--- src/hdl/ple_pkg.sv ---
// Package of the punishment leader elector: shared constants, operation and
// register codes, and the structures passed between the top level and the cells.
// Depends on nothing.
package ple_pkg;

	localparam int NODE_COUNT_DEF = 16;
	localparam int COUNT_BITS_DEF = 16;
	localparam int LEADER_LIMIT   = 999;
	localparam int NODE_BITS      = 4;
	localparam int TIME_BITS      = 16;

	localparam logic [1:0] OP_ALIVE  = 2'd0;
	localparam logic [1:0] OP_EXPIRE = 2'd1;
	localparam logic [1:0] OP_START  = 2'd2;
	localparam logic [1:0] OP_STOP   = 2'd3;

	localparam logic [1:0] REG_OWN_NODE  = 2'd0;
	localparam logic [1:0] REG_INIT_TIME = 2'd1;
	localparam logic [1:0] REG_TIME_STEP = 2'd2;
	localparam logic [1:0] REG_FAULTY    = 2'd3;

	typedef struct packed {
		logic                 upd;
		logic                 alive;
		logic                 expire;
		logic [NODE_BITS-1:0] src;
		logic [NODE_BITS-1:0] own;
		logic                 knows;
		logic [TIME_BITS-1:0] init_time;
		logic [TIME_BITS-1:0] step;
	} ple_cmd_t;

	typedef struct packed {
		logic                 tok;
		logic                 found;
		logic [TIME_BITS-1:0] delay;
	} ple_scan_t;

endpackage

--- src/hdl/ple_cell.sv ---
// One table entry of the punishment leader elector: presence, timeout, punishment
// state and count, plus its registered stage of the leader scan chain.
// Depends on ple_pkg.
module ple_cell
	import ple_pkg::*;
#(
	parameter int NODE_COUNT = NODE_COUNT_DEF,
	parameter int COUNT_BITS = COUNT_BITS_DEF,
	parameter int ID         = 0,
	localparam int IW        = $clog2(NODE_COUNT),
	localparam int BW        = (COUNT_BITS > 10) ? COUNT_BITS : 10
) (
	input  logic                  clk,
	input  logic                  arst_n,
	input  ple_cmd_t              cmd,
	input  logic [COUNT_BITS-1:0] scount,
	input  ple_scan_t             scan_in,
	input  logic [BW-1:0]         best_in,
	input  logic [IW-1:0]         who_in,
	output ple_scan_t             scan_out,
	output logic [BW-1:0]         best_out,
	output logic [IW-1:0]         who_out
);

	logic                  heard_q;
	logic                  punished_q;
	logic [TIME_BITS-1:0]  time_q;
	logic [COUNT_BITS-1:0] count_q;

	logic                  heard_d;
	logic                  punished_d;
	logic [TIME_BITS-1:0]  time_d;
	logic [COUNT_BITS-1:0] count_d;
	logic [TIME_BITS:0]    time_sum;
	logic                  hit;
	logic                  own_hit;
	logic                  take;

	logic                  tok_q;
	logic                  found_q;
	logic [TIME_BITS-1:0]  delay_q;
	logic [BW-1:0]         best_q;
	logic [IW-1:0]         who_q;

	assign hit      = (32'(cmd.src) == ID);
	assign own_hit  = (32'(cmd.own) == ID);
	assign time_sum = {1'b0, time_q} + {1'b0, cmd.step};

	always_comb begin
		heard_d    = heard_q;
		punished_d = punished_q;
		time_d     = time_q;
		count_d    = count_q;
		if (cmd.alive && hit) begin
			if (!heard_d) begin
				heard_d = 1'b1;
				time_d  = cmd.init_time;
			end
			if (punished_d) begin
				if (scount > count_d) begin
					count_d = scount;
				end
			end else begin
				punished_d = 1'b1;
				count_d    = scount;
			end
		end
		if (cmd.alive && own_hit && !cmd.knows) begin
			if (!punished_d) begin
				punished_d = 1'b1;
				count_d    = '0;
			end
			if (count_d != '1) begin
				count_d = count_d + 1'b1;
			end
		end
		if (cmd.expire && hit) begin
			if (heard_q) begin
				time_d = time_sum[TIME_BITS] ? '1 : time_sum[TIME_BITS-1:0];
			end
			punished_d = 1'b0;
			count_d    = '0;
		end
	end

	always_ff @(posedge clk or negedge arst_n) begin
		if (!arst_n) begin
			heard_q    <= (ID == 0);
			punished_q <= (ID == 0);
			time_q     <= '0;
			count_q    <= '0;
		end else if (cmd.upd) begin
			heard_q    <= heard_d;
			punished_q <= punished_d;
			time_q     <= time_d;
			count_q    <= count_d;
		end
	end

	assign take = punished_q && (BW'(count_q) <= best_in);

	always_ff @(posedge clk or negedge arst_n) begin
		if (!arst_n) begin
			tok_q <= 1'b0;
		end else begin
			tok_q <= scan_in.tok;
		end
	end

	always_ff @(posedge clk) begin
		if (scan_in.tok) begin
			found_q <= scan_in.found | take;
			delay_q <= (cmd.alive && hit) ? time_q : scan_in.delay;
			best_q  <= take ? BW'(count_q) : best_in;
			who_q   <= take ? IW'(ID) : who_in;
		end
	end

	assign scan_out.tok   = tok_q;
	assign scan_out.found = found_q;
	assign scan_out.delay = delay_q;
	assign best_out       = best_q;
	assign who_out        = who_q;

endmodule

--- src/hdl/punishment_leader_elector.sv ---
// Top level of the punishment leader elector: configuration registers, item
// sequencing, the chain of node cells and the result register.
// Depends on ple_pkg and ple_cell.
//
// Each transaction passes through these steps from acceptance to the result
// being offered: the addressed table entries are updated, the scan token passes
// down the chain of cells one cell per cycle (carrying the best count, its node
// and the timer delay), the leader is settled and the result register is loaded.
// A new transaction is accepted once the previous one has reached the result
// register, even if that result has not been taken yet. Loading the result
// register waits while an earlier result is still offered and not yet taken.
module punishment_leader_elector
	import ple_pkg::*;
#(
	parameter int NODE_COUNT = NODE_COUNT_DEF,
	parameter int COUNT_BITS = COUNT_BITS_DEF
) (
	input  logic                 clk,
	input  logic                 arst_n,
	input  logic                 psel,
	input  logic                 penable,
	input  logic                 pwrite,
	input  logic [3:0]           paddr,
	input  logic [31:0]          pwdata,
	output logic [31:0]          prdata,
	output logic                 pready,
	input  logic                 in_valid,
	output logic                 in_ready,
	input  logic [1:0]           operation,
	input  logic [NODE_BITS-1:0] source_node,
	input  logic [15:0]          sender_count,
	input  logic                 sender_knows_me,
	output logic                 out_valid,
	input  logic                 out_ready,
	output logic                 leader_changed,
	output logic [NODE_BITS-1:0] leader_node,
	output logic                 arm_timer,
	output logic [TIME_BITS-1:0] timer_delay
);

	localparam int IW = $clog2(NODE_COUNT);
	localparam int BW = (COUNT_BITS > 10) ? COUNT_BITS : 10;
	localparam logic [COUNT_BITS-1:0] CNT_MAX = '1;

	localparam logic [2:0] ST_IDLE = 3'd0;
	localparam logic [2:0] ST_UPD  = 3'd1;
	localparam logic [2:0] ST_SCAN = 3'd2;
	localparam logic [2:0] ST_WAIT = 3'd3;
	localparam logic [2:0] ST_DONE = 3'd4;

	logic [NODE_BITS-1:0]  own_q;
	logic [TIME_BITS-1:0]  init_time_q;
	logic [TIME_BITS-1:0]  step_q;
	logic                  faulty_q;

	logic [2:0]            state_q;
	logic [1:0]            op_q;
	logic [NODE_BITS-1:0]  src_q;
	logic [15:0]           scount_q;
	logic                  knows_q;
	logic                  act_q;
	logic                  arm_q;
	logic                  running_q;
	logic                  ended_q;
	logic [NODE_BITS-1:0]  leader_q;
	logic [NODE_BITS-1:0]  rep_q;
	logic                  rep_valid_q;
	logic                  res_changed_q;
	logic [TIME_BITS-1:0]  res_delay_q;

	logic                  out_valid_q;
	logic                  changed_q;
	logic [NODE_BITS-1:0]  leader_out_q;
	logic                  arm_out_q;
	logic [TIME_BITS-1:0]  delay_out_q;

	logic                  cfg_wr;
	logic                  in_take;
	logic                  alive_ok;
	logic [COUNT_BITS-1:0] scount_clip;
	logic [NODE_BITS-1:0]  new_leader;
	logic                  new_changed;
	ple_cmd_t              cmd;

	ple_scan_t             scan_link [NODE_COUNT+1];
	logic [BW-1:0]         best_link [NODE_COUNT+1];
	logic [IW-1:0]         who_link  [NODE_COUNT+1];

	// Configuration port.
	assign pready = 1'b1;
	assign cfg_wr = psel && penable && pwrite;

	always_ff @(posedge clk or negedge arst_n) begin
		if (!arst_n) begin
			own_q       <= '0;
			init_time_q <= TIME_BITS'(100);
			step_q      <= TIME_BITS'(10);
			faulty_q    <= 1'b0;
		end else if (cfg_wr) begin
			case (paddr[3:2])
				REG_OWN_NODE:  own_q       <= pwdata[NODE_BITS-1:0];
				REG_INIT_TIME: init_time_q <= pwdata[TIME_BITS-1:0];
				REG_TIME_STEP: step_q      <= pwdata[TIME_BITS-1:0];
				REG_FAULTY:    faulty_q    <= pwdata[0];
				default:       own_q       <= own_q;
			endcase
		end
	end

	always_comb begin
		case (paddr[3:2])
			REG_OWN_NODE:  prdata = 32'(own_q);
			REG_INIT_TIME: prdata = 32'(init_time_q);
			REG_TIME_STEP: prdata = 32'(step_q);
			REG_FAULTY:    prdata = 32'(faulty_q);
			default:       prdata = '0;
		endcase
	end

	// Item sequencing.
	assign in_ready = (state_q == ST_IDLE);
	assign in_take  = in_valid && in_ready;
	assign alive_ok = (op_q == OP_ALIVE) && running_q && !ended_q && !faulty_q;

	assign scount_clip = (32'(scount_q) > 32'(CNT_MAX)) ? CNT_MAX : COUNT_BITS'(scount_q);

	always_comb begin
		cmd.upd       = (state_q == ST_UPD);
		cmd.alive     = alive_ok;
		cmd.expire    = (op_q == OP_EXPIRE);
		cmd.src       = src_q;
		cmd.own       = own_q;
		cmd.knows     = knows_q;
		cmd.init_time = init_time_q;
		cmd.step      = step_q;
	end

	assign new_leader  = (act_q && scan_link[NODE_COUNT].found) ?
		NODE_BITS'(who_link[NODE_COUNT]) : leader_q;
	assign new_changed = act_q && running_q && !ended_q &&
		!(rep_valid_q && (rep_q == new_leader));

	always_ff @(posedge clk) begin
		if (in_take) begin
			op_q     <= operation;
			src_q    <= source_node;
			scount_q <= sender_count;
			knows_q  <= sender_knows_me;
		end
		if (state_q == ST_UPD) begin
			act_q <= alive_ok || (op_q == OP_EXPIRE);
			arm_q <= alive_ok && (32'(src_q) < NODE_COUNT);
		end
		if (state_q == ST_WAIT && scan_link[NODE_COUNT].tok) begin
			res_changed_q <= new_changed;
			res_delay_q   <= scan_link[NODE_COUNT].delay;
		end
	end

	always_ff @(posedge clk or negedge arst_n) begin
		if (!arst_n) begin
			state_q     <= ST_IDLE;
			running_q   <= 1'b0;
			ended_q     <= 1'b0;
			leader_q    <= '0;
			rep_q       <= '0;
			rep_valid_q <= 1'b0;
		end else begin
			case (state_q)
				ST_IDLE: begin
					if (in_take) begin
						state_q <= ST_UPD;
					end
				end
				ST_UPD: begin
					if (op_q == OP_START) begin
						running_q <= 1'b1;
					end
					if (op_q == OP_STOP) begin
						ended_q <= 1'b1;
					end
					state_q <= ST_SCAN;
				end
				ST_SCAN: begin
					state_q <= ST_WAIT;
				end
				ST_WAIT: begin
					if (scan_link[NODE_COUNT].tok) begin
						leader_q <= new_leader;
						if (new_changed) begin
							rep_q       <= new_leader;
							rep_valid_q <= 1'b1;
						end
						state_q <= ST_DONE;
					end
				end
				ST_DONE: begin
					if (!out_valid_q || out_ready) begin
						state_q <= ST_IDLE;
					end
				end
				default: begin
					state_q <= ST_IDLE;
				end
			endcase
		end
	end

	// Scan chain of node cells.
	assign scan_link[0].tok   = (state_q == ST_SCAN);
	assign scan_link[0].found = 1'b0;
	assign scan_link[0].delay = '0;
	assign best_link[0]       = BW'(LEADER_LIMIT);
	assign who_link[0]        = '0;

	for (genvar i = 0; i < NODE_COUNT; i++) begin : g_cell
		ple_cell #(
			.NODE_COUNT (NODE_COUNT),
			.COUNT_BITS (COUNT_BITS),
			.ID         (i)
		) u_cell (
			.clk      (clk),
			.arst_n   (arst_n),
			.cmd      (cmd),
			.scount   (scount_clip),
			.scan_in  (scan_link[i]),
			.best_in  (best_link[i]),
			.who_in   (who_link[i]),
			.scan_out (scan_link[i+1]),
			.best_out (best_link[i+1]),
			.who_out  (who_link[i+1])
		);
	end

	// Result register.
	always_ff @(posedge clk or negedge arst_n) begin
		if (!arst_n) begin
			out_valid_q <= 1'b0;
		end else if (state_q == ST_DONE && (!out_valid_q || out_ready)) begin
			out_valid_q <= 1'b1;
		end else if (out_ready) begin
			out_valid_q <= 1'b0;
		end
	end

	always_ff @(posedge clk) begin
		if (state_q == ST_DONE && (!out_valid_q || out_ready)) begin
			changed_q    <= res_changed_q;
			leader_out_q <= leader_q;
			arm_out_q    <= arm_q;
			delay_out_q  <= res_delay_q;
		end
	end

	assign out_valid      = out_valid_q;
	assign leader_changed = changed_q;
	assign leader_node    = leader_out_q;
	assign arm_timer      = arm_out_q;
	assign timer_delay    = delay_out_q;

endmodule
--- config.mk ---
export PLATFORM = sky130hd
export DESIGN_NAME = punishment_leader_elector
export DESIGN_NICKNAME = d
export VERILOG_FILES = /design/src/hdl/ple_pkg.sv /design/src/hdl/ple_cell.sv /design/src/hdl/punishment_leader_elector.sv
export SDC_FILE = /design/constraint.sdc
export NUM_CORES = 2
export LEC_CHECK = 0
export BUFFER_PORTS_ARGS = -buffer_cell sky130_fd_sc_hd__buf_2
export CELL_PAD_IN_SITES_DETAIL_PLACEMENT = 0
export CELL_PAD_IN_SITES_GLOBAL_PLACEMENT = 2
export CORE_MARGIN = 10
export CORE_UTILIZATION = 35
export DETAILED_ROUTE_END_ITERATION = 7
export PLACE_DENSITY = 0.8
export SYNTH_ARGS = -nofsm -noshare
export SYNTH_HDL_FRONTEND = slang
export SYNTH_SLANG_ARGS = --single-unit
--- constraint.sdc ---
create_clock -name clk -period 4.9 [get_ports clk]
set_clock_uncertainty 0.1 [all_clocks]
set_input_delay 0.735 -clock clk [delete_from_list [all_inputs] [get_ports clk]]
set_output_delay 0.735 -clock clk [all_outputs]
set_load 0.005 [all_outputs]
==> impl_summary.md <==
Floorplan
The number of top-level pins is 123. The core area is 0.246 mm2. The floorplan has 182 rows. The overall die height is 518 um.

The area of the die is 0.268 mm2. The initial utilization of the core area, before any placement, comes to 35.2%. In this run the horizontal extent of the chip is 518 um.

Power and ir drop
The register share of total power is 44.8%. Cell internal power was estimated by the tool at 21.1 mW. The worst voltage drop across the vdd grid is 0.364 mV.

Of the total power, the share spent switching nets is 30.9%. Summed over all nets, the switching power comes to 9.43 mW. The leakage power is 43.0 nW.

The clock network burns 39.0% of the power. The final total power is 30.5 mW. Of the total power, combinational logic draws 16.2%. For this design the ratio of total power to cell area is 302 mW/mm2.

Synthesis
The fraction of the yosys area taken by sequential cells is 39.3%. The flip-flop and latch count after synthesis is 1236. The number of distinct library cells after synthesis is 116.

The number of synthesis warnings is 0. The count of flip-flops with a built-in enable after synthesis is 625. Dividing the synthesized area by the synthesized cell count gives 9.32 um2. Of the total synthesized cell area, the portion taken by AND, OR, NAND and NOR gates is 16.1%. The count of mapped cells out of synthesis is 9302. The cell area that synthesis handed to floorplanning was 0.0867 mm2. The biggest area contributor in the post-synthesis netlist is sky130_fd_sc_hd__edfxtp_1. Yosys attributes the largest share of cell area to sky130_fd_sc_hd__edfxtp_1 22%, sky130_fd_sc_hd__dfrtp_1 17%, sky130_fd_sc_hd__ha_1 11%.

After Yosys synthesis, XOR and XNOR cells account for 2.45% of the synthesized area. After Yosys synthesis, full adders, half adders and majority gates account for 11.4% of the synthesized area. The area share of the largest cell type after synthesis is 21.6%. Of the post-synthesis cell area, the part taken by muxes is 7.62%. The largest family of logic cells by synthesized area is compound AO/OA/AOI/OAI gates.

In the synthesized netlist the async set-or-reset flop fraction comes to 49.4%. The dominant synthesized flop cell is sky130_fd_sc_hd__edfxtp_1. The area fraction in compound gates after synthesis is 18.5%.

Timing
The number of setup violations in the final report is 0. The timing-limited maximum frequency is 0.206 GHz. The hold violation count in the final report is 0. Setup repair after global routing could not meet its margin everywhere.

At the pin with the least slew margin, the transition time is 1.27 ns. The max-slew headroom at the worst pin is 15.7%. Counting I/O delays and the setup requirement, the final critical path takes 4.85 ns. The post-route worst setup slack is 0.0499 ns. The number of pins with negative max-slew slack in the final report is 0. The final critical path takes up 99.0% of the cycle.

Clocking
In this run the number of H-tree levels came out at 4. The clock net in this run drives a total of 1236 sinks. The CTS root buffer is sky130_fd_sc_hd__clkbuf_16. The maximum root-to-sink buffer count is 3. The number of CTS-inserted buffers is 155.

Clock latency on the worst-skew pair, taken at its later pin, is 0.85 ns. The CTS clock-pin slew for the worst setup and hold paths is 0.06 ns. TritonCTS built the clock tree.

Outcome
The flow ran to the end, and the final reports show no timing, DRC or antenna violations.

GRT
The initial antenna violation count came to 21. Global routing consumed, on the met2 layer, 41.8% of the routing resources. Global routing consumed, over all layers together, 26.9% of the routing resources. Global routing finished with a remaining overflow of 0. The first global-routing pass estimated 543 mm of wire.

The global-route met1 utilization is 36.2%. The number of global-route vias before repair is 77200. The largest net degree at the start of global routing is 94. The global-route layer with the greatest usage is met2.

Global routing used 4.45% of the available met3 tracks.

Finish
The multi-input combinational cells in the finished layout cover a total of 0.0493 mm2. Relative to the synthesized area, the layout overhead comes to 16.3%. Cells fill 41.0% of the core in the end. The post-layout net count is 10700. The area occupied by registers is 0.0341 mm2. The number of filler instances in the final layout is 24300.

The share of layout cells above drive strength 1 is 14.3%.

Job
The tool flagged a number of max-cap violations equal to 0.

Routing
In the routed layout, each cell is associated on average with a via count of 5.97. The via total after detailed routing is 79200. After detailed routing, the number of remaining DRC violations is 0. Wires add up to 379 mm. In the final routed layout, each cell accounts on average for 28.6 um. The detailed-router iteration count before antenna repair is 8.

The number of DRC markers after the initial detailed-route iteration is 7893. In this run the remaining antenna-violating nets after routing total 0.

Critical path
The worst setup path is launched from a register. The worst setup path is captured at a register. The worst-path cell with the longest stage delay is sky130_fd_sc_hd__nor4_4.

The data arrival at the endpoint of the critical path is 5.51 ns. The stage delay of the slowest cell on the critical path is 0.67 ns. Walking the worst path, the cells encountered are or4b_1, buf_12, nor4_4, o31ai_1, a41oi_4, nor2_1, a21oi_1, nor2_1, ha_1, nand4_1, a22oi_2, buf_4, buf_4, a21o_1, a21o_1, a2111oi_0, a221o_1.

Of all nets on the critical path, the largest fanout is 14. Data on the critical path is required at its endpoint by 5.56 ns. The critical path class is reg -> reg.

Hold path
The worst min-delay path class is in -> reg.

Placement
The post-DP HPWL is 280 mm. The count of buffers added on input and output ports is 87. The pre-CTS setup slack is 0.0125 ns.

At the end of routability-driven placement, the weighted congestion stood at 0.996.
[layout by cell type, fill, tap and decap left out, types with 143 or more instances in the layout]
cell type,n
sky130_fd_sc_hd__a21oi_1,749
sky130_fd_sc_hd__nor3_1,252
sky130_fd_sc_hd__ha_1,763
sky130_fd_sc_hd__clkbuf_16,157
sky130_fd_sc_hd__nand2b_1,143
sky130_fd_sc_hd__nor2_1,603
sky130_fd_sc_hd__nand3_1,287
sky130_fd_sc_hd__o21ai_0,408
sky130_fd_sc_hd__o22ai_1,305
sky130_fd_sc_hd__buf_4,583
sky130_fd_sc_hd__edfxtp_1,625
sky130_fd_sc_hd__mux2i_1,387
sky130_fd_sc_hd__dfrtp_1,593
sky130_fd_sc_hd__inv_1,615
sky130_fd_sc_hd__nand2_1,888
sky130_fd_sc_hd__nand4_1,169
sky130_fd_sc_hd__mux2_2,234
[power groups by stage]
stage                     clock network, mW  logic, mW  registers, mW
after floorplan                           0       3.15           13.2
after global placement                    0       4.77           13.8
after detailed placement                  0       4.86           13.9
after CTS                              12.1       4.90           13.7
after global routing                   12.5       5.43           13.8
final                                  11.9       4.93           13.7
[worst max-delay path: cells and delay by family, from the launching register on]
| family | cells | cell delay [ns] |
|---|---|---|
| AO/OA/AOI/OAI | 8 | 1.77 |
| buffers and inverters | 3 | 0.49 |
| AND/OR/NAND/NOR | 5 | 1.60 |
| flip-flops | 1 | 0.54 |
| adder cells (fa/ha/maj) | 1 | 0.24 |
[logic make-up (layout without fill, tap and decap cells)]
kind of cell / after synthesis / after routing
DFF: 1236 / 1236
xor gates and xnor gates: 243 / 243
and+or+nand+nor: 2896 / 2896
muxes: 628 / 628
AOI/OAI and AO/OA: 2484 / 2484
adders and majority gates: 784 / 784
buffers and inverters: 1029 / 1644
other: 2 / 34
[cell type report]
type | instances | share of cell area, %
antenna | 11 | 0.0273
timing repair buffer | 729 | 5.71
sequential | 1236 | 33.8
tap | 3312 | 4.11
clock buffer | 208 | 4.18
multi-input combinational | 7058 | 48.9
clock inverter | 82 | 0.985
inverter | 625 | 2.33
[per-layer routing]
metal	up-vias	wire, um
li1	35500	-
met1	39200	161000
met2	3662	168000
met3	815	29000
met4	6	21500
met5	-	33
[stage by stage]
step	TNS (ns)	hold WS [ns]	instance area [um2]	instances
global placement	0	0.302	95000	12900
detailed placement	0	0.305	95000	12900
finish	0	0.0507	101000	13300
floorplan	-0.0539	0.300	86800	9323
CTS	0	0.000473	100000	13200
global route	-0.182	0.0214	101000	13300
[sequential cells by signal, summed over array words and instances, names as in the netlist, 49 cells and up]
name / count
g_cell.u_cell.count_q: 256
g_cell.u_cell.delay_q: 256
g_cell.u_cell.time_q: 256
g_cell.u_cell.best_out: 240
g_cell.u_cell.who_out: 49
[worst paths after layout]
check / cells after the start / start / slack (ns) / end
setup / recovery: 17 / faulty_q$_DFFE_PN0P_ / 0.05 / g_cell[9].u_cell.count_q[7]$_DFFE_PN0P_
hold / removal: 2 / pwdata[5] / 0.05 / step_q[5]$_DFFE_PN0P_
setup reg to reg: 17 / faulty_q$_DFFE_PN0P_ / 0.05 / g_cell[9].u_cell.count_q[7]$_DFFE_PN0P_
hold reg to reg: 0 / res_delay_q[8]$_DFFE_PP_ / 0.32 / timer_delay[8]$_DFFE_PP_
max in group asynchronous: 3 / arst_n / 3.03 / g_cell[4].u_cell.time_q[6]$_DFFE_PN0P_
min in group asynchronous: 2 / arst_n / 0.40 / g_cell[15].u_cell.count_q[13]$_DFFE_PN0P_
[synth_stat cells, types with 73 or more instances]
cell                       instances
sky130_fd_sc_hd__inv_1           617
sky130_fd_sc_hd__nand3_1         287
sky130_fd_sc_hd__nand2b_1        144
sky130_fd_sc_hd__nor4_1           73
sky130_fd_sc_hd__nor2b_1          88
sky130_fd_sc_hd__xnor2_1         126
sky130_fd_sc_hd__clkbuf_1        309
sky130_fd_sc_hd__o22ai_1         305
sky130_fd_sc_hd__nor2_1          614
sky130_fd_sc_hd__dfrtp_1         605
sky130_fd_sc_hd__nand2_1         897
sky130_fd_sc_hd__ha_1            768
sky130_fd_sc_hd__nor3_1          263
sky130_fd_sc_hd__nand4_1         169
sky130_fd_sc_hd__xor2_1          117
sky130_fd_sc_hd__a21o_1          137
sky130_fd_sc_hd__mux2i_1         391
sky130_fd_sc_hd__o21a_1          140
sky130_fd_sc_hd__mux2_2          234
sky130_fd_sc_hd__o21ai_0         415
sky130_fd_sc_hd__edfxtp_1        625
sky130_fd_sc_hd__a21oi_1         753
[timing repair]
item	CTS	global route
hold endpoints to repair	78	0
buffers inserted	0	13
setup endpoints to repair	2	125
hold buffers	24	0
resized for setup	1	60
pin swaps	0	16
No activity file was read; power rests on OpenSTA's default activity.
